<file path="src/rtl/dro_pkg.sv">
// Shared widths, register codes and control types for the dual cosine oscillator.
// No dependencies; imported by every other file but assert_macros.svh.
`timescale 1ns / 1ps

package dro_pkg;

  // Field widths
  localparam int COEF_W     = 16;
  localparam int AMP_W      = 15;
  localparam int SAMPLE_W   = 16;
  localparam int CFG_IDX_W  = 2;
  localparam int CFG_DATA_W = 16;

  // Serial multiplier: coefficient side consumed one digit per cycle
  localparam int DIGIT_W   = 4;
  localparam int NDIG      = COEF_W / DIGIT_W;
  localparam int DIG_CNT_W = $clog2(NDIG);
  localparam logic [DIG_CNT_W-1:0] DIG_LAST = DIG_CNT_W'(NDIG - 1);

  // Configuration register indexes
  localparam logic [CFG_IDX_W-1:0] CFG_LEFT_COEF  = 2'd0;
  localparam logic [CFG_IDX_W-1:0] CFG_RIGHT_COEF = 2'd1;
  localparam logic [CFG_IDX_W-1:0] CFG_AMPLITUDE  = 2'd2;

  localparam logic [AMP_W-1:0] AMP_RESET = 15'd16000;

  // Sequencer to lane controls
  typedef struct packed {
    logic clear;       // restart: zero the history
    logic start;       // load first pass (coef * last output)
    logic step;        // advance serial multiplier one digit
    logic sign_digit;  // current digit is the top, signed one
    logic update;      // close recursion, load scaling pass
    logic imp_now;
    logic imp_last;
  } dro_ctrl_t;

endpackage

</file>
<file path="src/rtl/dro_ifs.sv">
// Valid/ready channel interfaces for sample ticks and output samples.
// Depends on dro_pkg for the sample width.
`timescale 1ns / 1ps

interface dro_tick_if;
  logic valid;
  logic ready;
  logic restart;

  modport source (output valid, output restart, input ready);
  modport sink   (input valid, input restart, output ready);
endinterface

interface dro_result_if import dro_pkg::*; ();
  logic                       valid;
  logic                       ready;
  logic signed [SAMPLE_W-1:0] left_sample;
  logic signed [SAMPLE_W-1:0] right_sample;

  modport source (output valid, output left_sample, output right_sample, input ready);
  modport sink   (input valid, input left_sample, input right_sample, output ready);
endinterface

</file>
<file path="src/rtl/dro_smul.sv">
// Digit-serial signed multiplier: a full-width operand times a 16-bit operand
// taken DIGIT_W bits per cycle, LSB first. Depends on dro_pkg.
`timescale 1ns / 1ps

module dro_smul import dro_pkg::*; #(
  parameter int AW = 24
) (
  input  logic                       clk,
  input  logic                       load,
  input  logic                       step,
  input  logic                       sign_digit,
  input  logic signed [AW-1:0]       a,
  input  logic signed [COEF_W-1:0]   b,
  output logic signed [AW+COEF_W-1:0] product
);

  logic signed [AW-1:0]        a_reg;
  logic        [COEF_W-1:0]    b_sh;
  logic        [AW:0]          acc;
  logic        [COEF_W-1:0]    low_sh;
  logic signed [DIGIT_W:0]     d;
  logic signed [AW+DIGIT_W:0]  pp;
  logic        [AW+DIGIT_W:0]  sum;

  // Current digit: unsigned except the top one, which carries the sign
  assign d = sign_digit ? {b_sh[DIGIT_W-1], b_sh[DIGIT_W-1:0]}
                        : {1'b0, b_sh[DIGIT_W-1:0]};

  assign pp  = a_reg * d;
  assign sum = pp + {{DIGIT_W{acc[AW]}}, acc};

  // Low digits retire into low_sh, running sum shifts down one digit
  always_ff @(posedge clk) begin
    if (load) begin
      a_reg <= a;
      b_sh  <= b;
      acc   <= '0;
    end else if (step) begin
      b_sh   <= b_sh >> DIGIT_W;
      acc    <= sum[AW+DIGIT_W:DIGIT_W];
      low_sh <= {sum[DIGIT_W-1:0], low_sh[COEF_W-1:DIGIT_W]};
    end
  end

  // Product magnitude is at most 2^(AW+COEF_W-2), so acc's top bit is redundant
  assign product = {acc[AW-1:0], low_sh};

endmodule

</file>
<file path="src/rtl/dro_lane.sv">
// One oscillator channel: output history, recursion update and output scaling
// around a shared digit-serial multiplier. Depends on dro_pkg and dro_smul.
`timescale 1ns / 1ps

module dro_lane import dro_pkg::*; #(
  parameter int SF = 22,
  parameter int CF = 14
) (
  input  logic                       clk,
  input  logic                       rst,
  input  dro_ctrl_t                  ctrl,
  input  logic signed [COEF_W-1:0]   coef,
  input  logic        [AMP_W-1:0]    amp,
  output logic signed [SAMPLE_W-1:0] sample
);

  localparam int SW  = SF + 2;
  localparam int PW  = SW + COEF_W;
  localparam int TW  = PW + 2;
  localparam int CSW = COEF_W + SF;

  localparam logic signed [TW-1:0] ONE  = {{(TW-SF-1){1'b0}}, 1'b1, {SF{1'b0}}};
  localparam logic signed [TW-1:0] Y_HI = {{(TW-SW+1){1'b0}}, {(SW-1){1'b1}}};
  localparam logic signed [TW-1:0] Y_LO = {{(TW-SW+1){1'b1}}, {(SW-1){1'b0}}};
  localparam logic signed [PW-1:0] RND  = {{(PW-SF){1'b0}}, {SF{1'b1}}};
  localparam logic signed [PW-1:0] S_HI = {{(PW-SAMPLE_W+1){1'b0}}, {(SAMPLE_W-1){1'b1}}};
  localparam logic signed [PW-1:0] S_LO = {{(PW-SAMPLE_W+1){1'b1}}, {(SAMPLE_W-1){1'b0}}};

  logic signed [SW-1:0]     y_last;
  logic signed [SW-1:0]     y_before;
  logic signed [SW-1:0]     y_new;
  logic signed [TW-1:0]     bias;
  logic signed [TW-1:0]     bias_next;
  logic signed [TW-1:0]     c_term;
  logic signed [TW-1:0]     prod_term;
  logic signed [TW-1:0]     y_sum;
  logic signed [CSW-1:0]    c_wide;
  logic signed [CSW-1:0]    c_shift;
  logic signed [PW:0]       prod2;
  logic signed [PW:0]       prod2_sh;
  logic signed [PW-1:0]     prod;
  logic signed [PW-1:0]     prod_adj;
  logic signed [PW-1:0]     prod_sh;
  logic signed [SW-1:0]     mul_a;
  logic signed [COEF_W-1:0] mul_b;
  logic                     mul_load;

  // Impulse-history term: floor(c * 1.0 / 2^CF)
  assign c_wide  = {coef, {SF{1'b0}}};
  assign c_shift = c_wide >>> CF;
  assign c_term  = {{(TW-CSW){c_shift[CSW-1]}}, c_shift};

  // Everything but the product, registered as the first multiplier pass is loaded
  assign bias_next = -{{(TW-SW){y_before[SW-1]}}, y_before}
                     + (ctrl.imp_now ? ONE : '0)
                     - (ctrl.imp_last ? c_term : '0);

  // 2*c*y1 floored by CF, plus bias, saturated to the Q2 range
  assign prod2     = {prod, 1'b0};
  assign prod2_sh  = prod2 >>> CF;
  assign prod_term = {{(TW-PW-1){prod2_sh[PW]}}, prod2_sh};
  assign y_sum     = prod_term + bias;

  always_comb begin
    if (y_sum > Y_HI) begin
      y_new = Y_HI[SW-1:0];
    end else if (y_sum < Y_LO) begin
      y_new = Y_LO[SW-1:0];
    end else begin
      y_new = y_sum[SW-1:0];
    end
  end

  // amplitude * y, truncated toward zero, saturated to 16 bits
  assign prod_adj = prod + (prod[PW-1] ? RND : '0);
  assign prod_sh  = prod_adj >>> SF;

  always_comb begin
    if (prod_sh > S_HI) begin
      sample = S_HI[SAMPLE_W-1:0];
    end else if (prod_sh < S_LO) begin
      sample = S_LO[SAMPLE_W-1:0];
    end else begin
      sample = prod_sh[SAMPLE_W-1:0];
    end
  end

  // Multiplier operands: first pass coef * y1, second pass amplitude * y
  assign mul_load = ctrl.start | ctrl.update;
  assign mul_a    = ctrl.update ? y_new : y_last;
  assign mul_b    = ctrl.update ? $signed({1'b0, amp}) : coef;

  dro_smul #(
    .AW (SW)
  ) u_smul (
    .clk        (clk),
    .load       (mul_load),
    .step       (ctrl.step),
    .sign_digit (ctrl.sign_digit),
    .a          (mul_a),
    .b          (mul_b),
    .product    (prod)
  );

  // Output history
  always_ff @(posedge clk) begin
    if (rst) begin
      y_last   <= '0;
      y_before <= '0;
    end else if (ctrl.clear) begin
      y_last   <= '0;
      y_before <= '0;
    end else if (ctrl.update) begin
      y_before <= y_last;
      y_last   <= y_new;
    end
  end

  always_ff @(posedge clk) begin
    if (ctrl.start) begin
      bias <= bias_next;
    end
  end

endmodule

</file>
<file path="src/rtl/dual_recursive_cosine_oscillator.sv">
// Dual recursive cosine oscillator, one result beat per tick beat.
// Normal tick: S_MUL1, S_RES, S_MUL2, then S_FIN loads the result register once the
// output is free and the next tick is taken in S_IDLE; each lane's multiplier makes two
// 4-digit passes (recursion, scaling). Restart tick: goes straight to S_FIN, zero result.
// Sync reset clears history and impulse, sets coefficients to 0 and amplitude to 16000.
`timescale 1ns / 1ps

module dual_recursive_cosine_oscillator import dro_pkg::*; #(
  parameter int STATE_FRAC_BITS = 22,
  parameter int COEF_FRAC_BITS  = 14
) (
  input  logic                  clk,
  input  logic                  rst,
  dro_tick_if.sink              tick,
  dro_result_if.source          result,
  input  logic                  cfg_we,
  input  logic [CFG_IDX_W-1:0]  cfg_index,
  input  logic [CFG_DATA_W-1:0] cfg_data
);

  localparam logic [2:0] S_IDLE = 3'd0;
  localparam logic [2:0] S_MUL1 = 3'd1;
  localparam logic [2:0] S_RES  = 3'd2;
  localparam logic [2:0] S_MUL2 = 3'd3;
  localparam logic [2:0] S_FIN  = 3'd4;

  logic [2:0]                 state;
  logic [DIG_CNT_W-1:0]       digit_cnt;
  logic                       imp_now;
  logic                       imp_last;
  logic                       zero_out;
  logic signed [COEF_W-1:0]   left_coef;
  logic signed [COEF_W-1:0]   right_coef;
  logic        [AMP_W-1:0]    amp;
  logic                       accept;
  logic                       out_free;
  logic signed [SAMPLE_W-1:0] left_val;
  logic signed [SAMPLE_W-1:0] right_val;
  dro_ctrl_t                  ctrl;

  // Configuration registers
  always_ff @(posedge clk) begin
    if (rst) begin
      left_coef  <= '0;
      right_coef <= '0;
      amp        <= AMP_RESET;
    end else if (cfg_we) begin
      unique case (cfg_index)
        CFG_LEFT_COEF:  left_coef  <= cfg_data;
        CFG_RIGHT_COEF: right_coef <= cfg_data;
        CFG_AMPLITUDE:  amp        <= cfg_data[AMP_W-1:0];
        default: ;
      endcase
    end
  end

  // Handshake
  assign tick.ready = (state == S_IDLE);
  assign accept     = tick.valid && tick.ready;
  assign out_free   = !result.valid || result.ready;

  // Lane controls
  always_comb begin
    ctrl.clear      = accept && tick.restart;
    ctrl.start      = accept && !tick.restart;
    ctrl.step       = (state == S_MUL1) || (state == S_MUL2);
    ctrl.sign_digit = (digit_cnt == DIG_LAST);
    ctrl.update     = (state == S_RES);
    ctrl.imp_now    = imp_now;
    ctrl.imp_last   = imp_last;
  end

  // Sequencer
  always_ff @(posedge clk) begin
    if (rst) begin
      state     <= S_IDLE;
      digit_cnt <= '0;
      imp_now   <= 1'b0;
      imp_last  <= 1'b0;
      zero_out  <= 1'b0;
    end else begin
      unique case (state)
        S_IDLE: begin
          digit_cnt <= '0;
          if (accept) begin
            if (tick.restart) begin
              imp_now  <= 1'b1;
              imp_last <= 1'b0;
              zero_out <= 1'b1;
              state    <= S_FIN;
            end else begin
              zero_out <= 1'b0;
              state    <= S_MUL1;
            end
          end
        end
        S_MUL1: begin
          digit_cnt <= digit_cnt + 1'b1;
          if (digit_cnt == DIG_LAST) begin
            state <= S_RES;
          end
        end
        S_RES: begin
          imp_last  <= imp_now;
          imp_now   <= 1'b0;
          digit_cnt <= '0;
          state     <= S_MUL2;
        end
        S_MUL2: begin
          digit_cnt <= digit_cnt + 1'b1;
          if (digit_cnt == DIG_LAST) begin
            state <= S_FIN;
          end
        end
        S_FIN: begin
          if (out_free) begin
            state <= S_IDLE;
          end
        end
        default: state <= S_IDLE;
      endcase
    end
  end

  dro_lane #(
    .SF (STATE_FRAC_BITS),
    .CF (COEF_FRAC_BITS)
  ) u_left (
    .clk    (clk),
    .rst    (rst),
    .ctrl   (ctrl),
    .coef   (left_coef),
    .amp    (amp),
    .sample (left_val)
  );

  dro_lane #(
    .SF (STATE_FRAC_BITS),
    .CF (COEF_FRAC_BITS)
  ) u_right (
    .clk    (clk),
    .rst    (rst),
    .ctrl   (ctrl),
    .coef   (right_coef),
    .amp    (amp),
    .sample (right_val)
  );

  // Output register
  always_ff @(posedge clk) begin
    if (rst) begin
      result.valid <= 1'b0;
    end else if ((state == S_FIN) && out_free) begin
      result.valid <= 1'b1;
    end else if (result.ready) begin
      result.valid <= 1'b0;
    end
  end

  always_ff @(posedge clk) begin
    if ((state == S_FIN) && out_free) begin
      result.left_sample  <= zero_out ? '0 : left_val;
      result.right_sample <= zero_out ? '0 : right_val;
    end
  end

endmodule

</file>
<file path="src/flat_wrapper.sv">
// flat-port wrapper written by rule: the top's interface ports become plain ports
module dual_recursive_cosine_oscillator_flat import dro_pkg::*;
#(
  parameter int STATE_FRAC_BITS = 22,
  parameter int COEF_FRAC_BITS  = 14
)
  (clk, rst, cfg_we, cfg_index, cfg_data, tick_valid, tick_restart, tick_ready, result_valid, result_left_sample, result_right_sample, result_ready);
  dro_tick_if tick_i ();
  dro_result_if result_i ();
  input  logic clk;
  input  logic rst;
  input  logic cfg_we;
  input  logic [CFG_IDX_W-1:0] cfg_index;
  input  logic [CFG_DATA_W-1:0] cfg_data;
  input wire logic [$bits(tick_i.valid)-1:0] tick_valid;
  input wire logic [$bits(tick_i.restart)-1:0] tick_restart;
  output wire logic [$bits(tick_i.ready)-1:0] tick_ready;
  output wire logic [$bits(result_i.valid)-1:0] result_valid;
  output wire logic [$bits(result_i.left_sample)-1:0] result_left_sample;
  output wire logic [$bits(result_i.right_sample)-1:0] result_right_sample;
  input wire logic [$bits(result_i.ready)-1:0] result_ready;
  assign tick_i.valid = tick_valid;
  assign tick_i.restart = tick_restart;
  assign tick_ready = tick_i.ready;
  assign result_valid = result_i.valid;
  assign result_left_sample = result_i.left_sample;
  assign result_right_sample = result_i.right_sample;
  assign result_i.ready = result_ready;
  dual_recursive_cosine_oscillator #(.STATE_FRAC_BITS(STATE_FRAC_BITS), .COEF_FRAC_BITS(COEF_FRAC_BITS)) u_core (.clk(clk), .rst(rst), .tick(tick_i), .result(result_i), .cfg_we(cfg_we), .cfg_index(cfg_index), .cfg_data(cfg_data));
endmodule
</file>
<file path="config.mk">
export PLATFORM = sky130hd
export DESIGN_NAME = dual_recursive_cosine_oscillator_flat
export DESIGN_NICKNAME = d
export VERILOG_FILES = /design/src/rtl/dro_pkg.sv /design/src/rtl/dro_ifs.sv /design/src/rtl/dro_smul.sv /design/src/rtl/dro_lane.sv /design/src/rtl/dual_recursive_cosine_oscillator.sv /design/src/flat_wrapper.sv
export SDC_FILE = /design/constraint.sdc
export NUM_CORES = 2
export LEC_CHECK = 0
export ABC_AREA = 1
export BUFFER_PORTS_ARGS = -buffer_cell sky130_fd_sc_hd__buf_2
export CAP_MARGIN = 20
export CORE_MARGIN = 4
export CORE_UTILIZATION = 25
export DETAILED_ROUTE_END_ITERATION = 7
export GPL_TIMING_DRIVEN = 0
export SETUP_SLACK_MARGIN = 0.1
export SYNTH_ARGS = -nofsm -noshare
export SYNTH_HDL_FRONTEND = slang
export SYNTH_SLANG_ARGS = --single-unit
</file>
<file path="constraint.sdc">
create_clock -name clk -period 6.2 [get_ports clk]
set_input_delay 1.24 -clock clk [delete_from_list [all_inputs] [get_ports clk]]
set_output_delay 1.24 -clock clk [all_outputs]
set_load 0.02 [all_outputs]
</file>
# Word-level counts from Yosys, hierarchy flattened
# Cells that the tools add are included.
# classes
n_addsub	13
multipliers	2
magnitude_cmp	8
n_eq_ne	12
muxes	39
bitwise_logic	2
reduce_logical	26
# op_table
op	count
2-to-1 mux 24 bit	6
2-to-1 mux 16 bit	8
adder 27 x 42 -> 42 bit	2
greater-than comparator 42 x 24 -> 1 bit (second input constant)	2
< comparator 42 x 24 -> 1 bit (second input constant)	2
2-to-1 mux 42 bit	2
negation 42 bit	2
subtractor 42 bit	2
adder 40 x 22 -> 40 bit	2
adder 29 bit	2
multiplier 24 x 5 -> 29 bit	2
2-to-1 mux 22 bit	2
adder 42 x 23 -> 42 bit	1
adder 42 bit	1
greater-than comparator 18 x 16 -> 1 bit (second input constant)	2
< comparator 18 x 16 -> 1 bit (second input constant)	2
2-to-1 mux 15 bit	2
2-to-1 mux 23 bit	1
2-to-1 mux 3 bit	5
case mux 3 bit (5 select lines)	1
2-to-1 mux 5 bit	2
AND reduction 2 bit	5
OR reduction 2 bit	5
!= test 2 bit (second input constant)	4
20 further kinds	37
# totals
register_bits	430
inputBits	24
out_inout_bits	34
wordCells	129

# Longest topological paths before layout
# depth
word_depth	6
ltp_mapped	29

# Hierarchy
# A second synthesis with hierarchy kept.
# hier_totals
cells_unflattened	5792
area_unflattened_um2	39877.0
# modules_own_cells
module	instances	cells_each	area_per_inst_um2	seq_area_each_um2
dro_lane (u_core.u_left)	1	1615	9810.7	2222.1
dro_lane (u_core.u_right)	1	1579	9709.3	2222.1
dro_smul (u_core.u_right.u_smul)	1	1113	8530.7	2182.1
dro_smul (u_core.u_left.u_smul)	1	1111	8515.7	2182.1
dual_recursive_cosine_oscillator	1	374	3310.7	2082.0

# Worst setup path after synthesis
# OpenSTA, ideal clock, no wires.
# synth_path
path_kind	reg2reg
from	reg u_core.digit_cnt[0]
to	reg u_core.u_left.u_smul.acc[23]
arrival_time_ns	5.131
t_required_ns	6.085
path_slack_ns	0.954
stages_incl_launch_ff	26
n_path_buf	1
period_less_slack_ns	5.246
path_cell_list	dfxtp_1 ha_1 nand2_1 clkbuf_1 inv_1 fa_1 inv_1 fa_1 fa_1 inv_1 fa_1 inv_1 fa_1 inv_1 nand3_1 nand2_1 nand3_1 nand2_1 inv_1 o21ai_0 a21oi_1 o21ai_0 a21oi_1 xor2_1 o21ai_0 inv_1
# synth_between
elab_chain_len	4
# synth_rtl
element	line_no	text
start: declaration	dual_recursive_cosine_oscillator.sv:28	logic [DIG_CNT_W-1:0] digit_cnt;
start signal: assignment	dual_recursive_cosine_oscillator.sv:98	digit_cnt <= digit_cnt + 1'b1;
start signal: assignment	dual_recursive_cosine_oscillator.sv:110	digit_cnt <= digit_cnt + 1'b1;
equality test 2 bit	dual_recursive_cosine_oscillator.sv:67	ctrl.sign_digit = (digit_cnt == DIG_LAST);
2-to-1 mux 5 bit	dro_smul.sv:26	assign d = sign_digit ? {b_sh[DIGIT_W-1], b_sh[DIGIT_W-1:0]}
multiplier 24 x 5 -> 29 bit	dro_smul.sv:29	assign pp = a_reg * d;
adder 29 bit	dro_smul.sv:30	assign sum = pp + {{DIGIT_W{acc[AW]}}, acc};
end signal: assignment	dro_smul.sv:40	acc <= sum[AW+DIGIT_W:DIGIT_W];
end: declaration	dro_smul.sv:19	logic [AW:0] acc;
# No other way between the ends.
# A chain may end at the register's enable or synchronous reset.

# Worst setup path in the final report
# layout_path
from	reg u_core.u_right.u_smul.b_sh[3]
to	reg u_core.u_right.u_smul.acc[17]
# layout_between
elab_chain_len	3
# layout_rtl
element	line_no	text
start: declaration	dro_smul.sv:18	logic [COEF_W-1:0] b_sh;
start signal: assignment	dro_smul.sv:39	b_sh <= b_sh >> DIGIT_W;
2-to-1 mux 5 bit	dro_smul.sv:26	
multiplier 24 x 5 -> 29 bit	dro_smul.sv:29	
adder 29 bit	dro_smul.sv:30	
end signal: assignment	dro_smul.sv:40	
end: declaration	dro_smul.sv:19	
# No other way between the ends.

==> metrics.csv <==
stage,metric,value,unit
placed_design,gpl congestion,0.8993,
critical_path,reg2reg setup slack,460,ps
critical_path,crit end category,register,
timing,"Hold Violations, Final",0,
critical_path,r2r endpoint,u_core.u_right.u_smul.acc[17]$_SDFFE_PN0N_,
global_routing,number of antenna violations at the first check in global routing,15,
timing,final cycle utilization of the critical path,0.9254,
critical_path,CP arrival,6250,ps
critical_path,cell count of the worst reg-to-reg path,28,
global_routing,grt total ovfl,0,
global_routing,global-route usage over all layers,0.1395,
cells_and_area,Multi-input gate area,22270,µm²
logic_synthesis,Cell variety after synth,57,
logic_synthesis,most common cell in the netlist,nand2_1,
logic_synthesis,Yosys warning total,0,
global_routing,largest net degree at the start of global routing,58,
timing,Slew Limit Headroom,0.2980,
clock_tree,Bufs on Longest Clock Path,3,
logic_synthesis,synthesized cell area,37380,µm²
clock_tree,CTS tree,done,
die,Die Area,155800,µm²
route,Routed WL per cell,15.28,µm
route,Initial DRC Count,2399,
critical_path,r2r startpoint,u_core.u_right.u_smul.b_sh[3]$_DFFE_PP_,
global_routing,vias in the first global route,31134,
logic_synthesis,Most used DFF post-synth,edfxtp_1,
critical_path,WP data required,6710,ps
cells_and_area,FILL cells,16226,
clock_tree,CTS H-tree lvls,2,
logic_synthesis,syn_area_per_cell,7.241,µm²
route,Routed Antenna Nets,0,
cells_and_area,Area Growth Syn to Fin,12.42,%
critical_path,crit path max-delay cell type,fa_1,
logic_synthesis,post-synthesis sequential area ratio,0.2914,
clock_tree,Num CTS Buffers,52,
logic_synthesis,number of synthesized flops with an enable pin,228,
run_status,status,finished clean,
min_path,worst hold start,u_core.amp[9]$_SDFFE_PP1P_,
logic_synthesis,"FFs w/ async S/R, synth",0,
clock_tree,clk root buf,clkbuf_16,
timing,Final setup viols,0,
timing,Worst-Margin Slew,1053,ps
route,vias per cell,4.471,
placed_design,HPWL after DPL,93040,µm
timing,fmax,174.3,MHz
cells_and_area,final-stage net count,5825,
global_routing,wire length of the first global-routing pass,172500,µm
die,Rows,141,
route,drt total wl,110900,µm
timing,Layout Skew,25.01,ps
die,I/O Pins,58,
route,via count,32446,
logic_synthesis,Synth top cells by count,"nand2_1, inv_1, nor2_1",
min_path,Hold Crit Class,reg2reg,
timing,RSZ-0062 raised after global routing,true,
logic_synthesis,syn nets,5707,
clock_tree,Worst-Skew Late Latency,620,ps
die,Core ar.,148200,µm²
logic_synthesis,dominant cells by area after synthesis,"edfxtp_1, nand2_1, dfxtp_1",
clock_tree,clk slew on worst S/H paths,60,ps
cells_and_area,biggest regs,"u_core.u_left.bias x42, u_core.u_right.bias x42",
critical_path,slowest cell delay on critical path,540,ps
critical_path,Setup crit start kind,register,
min_path,hold depth,2,
die,Initial Utilization,0.2522,
job,Max-cap violations,0,
timing,crit path time final,5737,ps
logic_synthesis,post-synthesis cell count,5162,
clock_tree,# clock sinks,430,
route,DRC viols,0,
cells_and_area,share of layout cells above drive strength 1,0.05054,
timing,post-route setup TNS,0,ps
timing,Final Max Tran Viols,0,
placed_design,PortBufs,57,
clock_tree,# hold bufs at CTS,0,
die,Die X,394.7,µm
logic_synthesis,#FFs+latches synth,430,
critical_path,crit-path max FO,10,
critical_path,critical path class,reg2reg,
min_path,Hold Crit Endpoint,u_core.amp[9]$_SDFFE_PP1P_,
critical_path,CP most frequent cell,nand2_1,
logic_synthesis,share of the synthesized area in the top cell type,0.1832,
die,die height,394.7,µm
route,Pre-Repair DR Iteration Count,5,
logic_synthesis,post-synth top area cell,edfxtp_1,
cells_and_area,FF/Latch Area,10890,µm²
## layout by cell type (no fill, tap or decap), types with 55 or more instances in the layout
cell       count
a21oi_1      337
buf_2         59
clkbuf_1      90
clkbuf_16     55
dfxtp_1      200
edfxtp_1     228
fa_1         200
ha_1         321
inv_1       1000
nand2_1     1436
nand3_1      197
nor2_1       485
o21ai_0      184
or2_2         57
xor2_1       101
## per-layer routing
layer  vias to the layer above  GRT usage  share of wire
met5                         -          0              0
met4                         0    0.04286          0.029
met3                       158    0.01494          0.045
met2                       681     0.2374           0.46
met1                     15157     0.1858           0.46
li1                      16450          -              -
## critical path: cells and delay by family (launching register included)
family / cells / cell delay (ps)
simple gates: 10 / 1000
flops: 1 / 360
fa+ha+maj: 5 / 2480
buf+inv: 8 / 920
compound gates: 5 / 850
## how the worst max path moves through the flow
stage,start,end,slack (ps),depth (start not counted)
2_1_floorplan,u_core.digit_cnt[0]$_SDFFE_PP0P_,u_core.u_left.u_smul.acc[23]$_SDFFE_PN0N_,950,25
3_3_place_gp,u_core.u_left.u_smul.b_sh[3]$_DFFE_PP_,u_core.u_left.u_smul.acc[23]$_SDFFE_PN0N_,-360,25
3_5_place_dp,u_core.u_left.u_smul.b_sh[3]$_DFFE_PP_,u_core.u_left.u_smul.acc[23]$_SDFFE_PN0N_,-340,25
4_1_cts,u_core.u_left.u_smul.b_sh[3]$_DFFE_PP_,u_core.u_left.u_smul.acc[23]$_SDFFE_PN0N_,80,25
5_1_grt,u_core.u_left.u_smul.b_sh[2]$_DFFE_PP_,u_core.u_left.u_smul.acc[23]$_SDFFE_PN0N_,90,22
6_report,u_core.u_right.u_smul.b_sh[3]$_DFFE_PP_,u_core.u_right.u_smul.acc[17]$_SDFFE_PN0N_,460,28
## repair_timing
| action | CTS | global route |
|---|---|---|
| endpoints found under the hold margin | 0 | 0 |
| setup endpoints to repair | 6 | 6 |
| resized for setup | 5 | 17 |
| buffers inserted | 0 | 0 |
## final cells by class
type | instances | area share
Buffer | 107 | 0.01146
Multi-Input combinational cell | 3618 | 0.5299
Clock buffer | 72 | 0.03570
Inverter | 1007 | 0.08996
Antenna cell | 4 | 0.0002382
Tap cell | 1930 | 0.05747
Clock inverter | 25 | 0.005837
Sequential cell | 430 | 0.2593
Timing Repair Buffer | 64 | 0.01012
## cell families (layout without fill, tap and decap cells)
logic type      Yosys count  count (layout)  share of synthesized area
compound gates          650             650                    0.09561
xor+xnor                145             145                    0.03418
fa+ha+maj               521             521                     0.2146
buf+inv                1114            1275                     0.1134
flops                   430             430                     0.2914
mux                       8               8                   0.002143
other cells               0               4                          0
simple gates           2294            2294                     0.2487
## through the flow
stage | hold slack (ps) | cell area [µm²] | utilization | std cells | setup slack (ps)
floorplan | 429.2 | 37380 | - | 5162 | 953.6
global placement | 437.5 | 40080 | 0.2704 | 7149 | -361.5
detailed placement | 442.7 | 40240 | 0.2715 | 7156 | -338.5
CTS | 458.2 | 41990 | 0.2833 | 7253 | 76.99
global route | 476.6 | 42010 | 0.2835 | 7254 | 88.30
finish | 457.8 | 42020 | 0.2835 | 7257 | 462.5
Power is left out: the tool's default activity adds up to more than one toggle a clock period on the data nets, which glitch-free logic cannot reach.
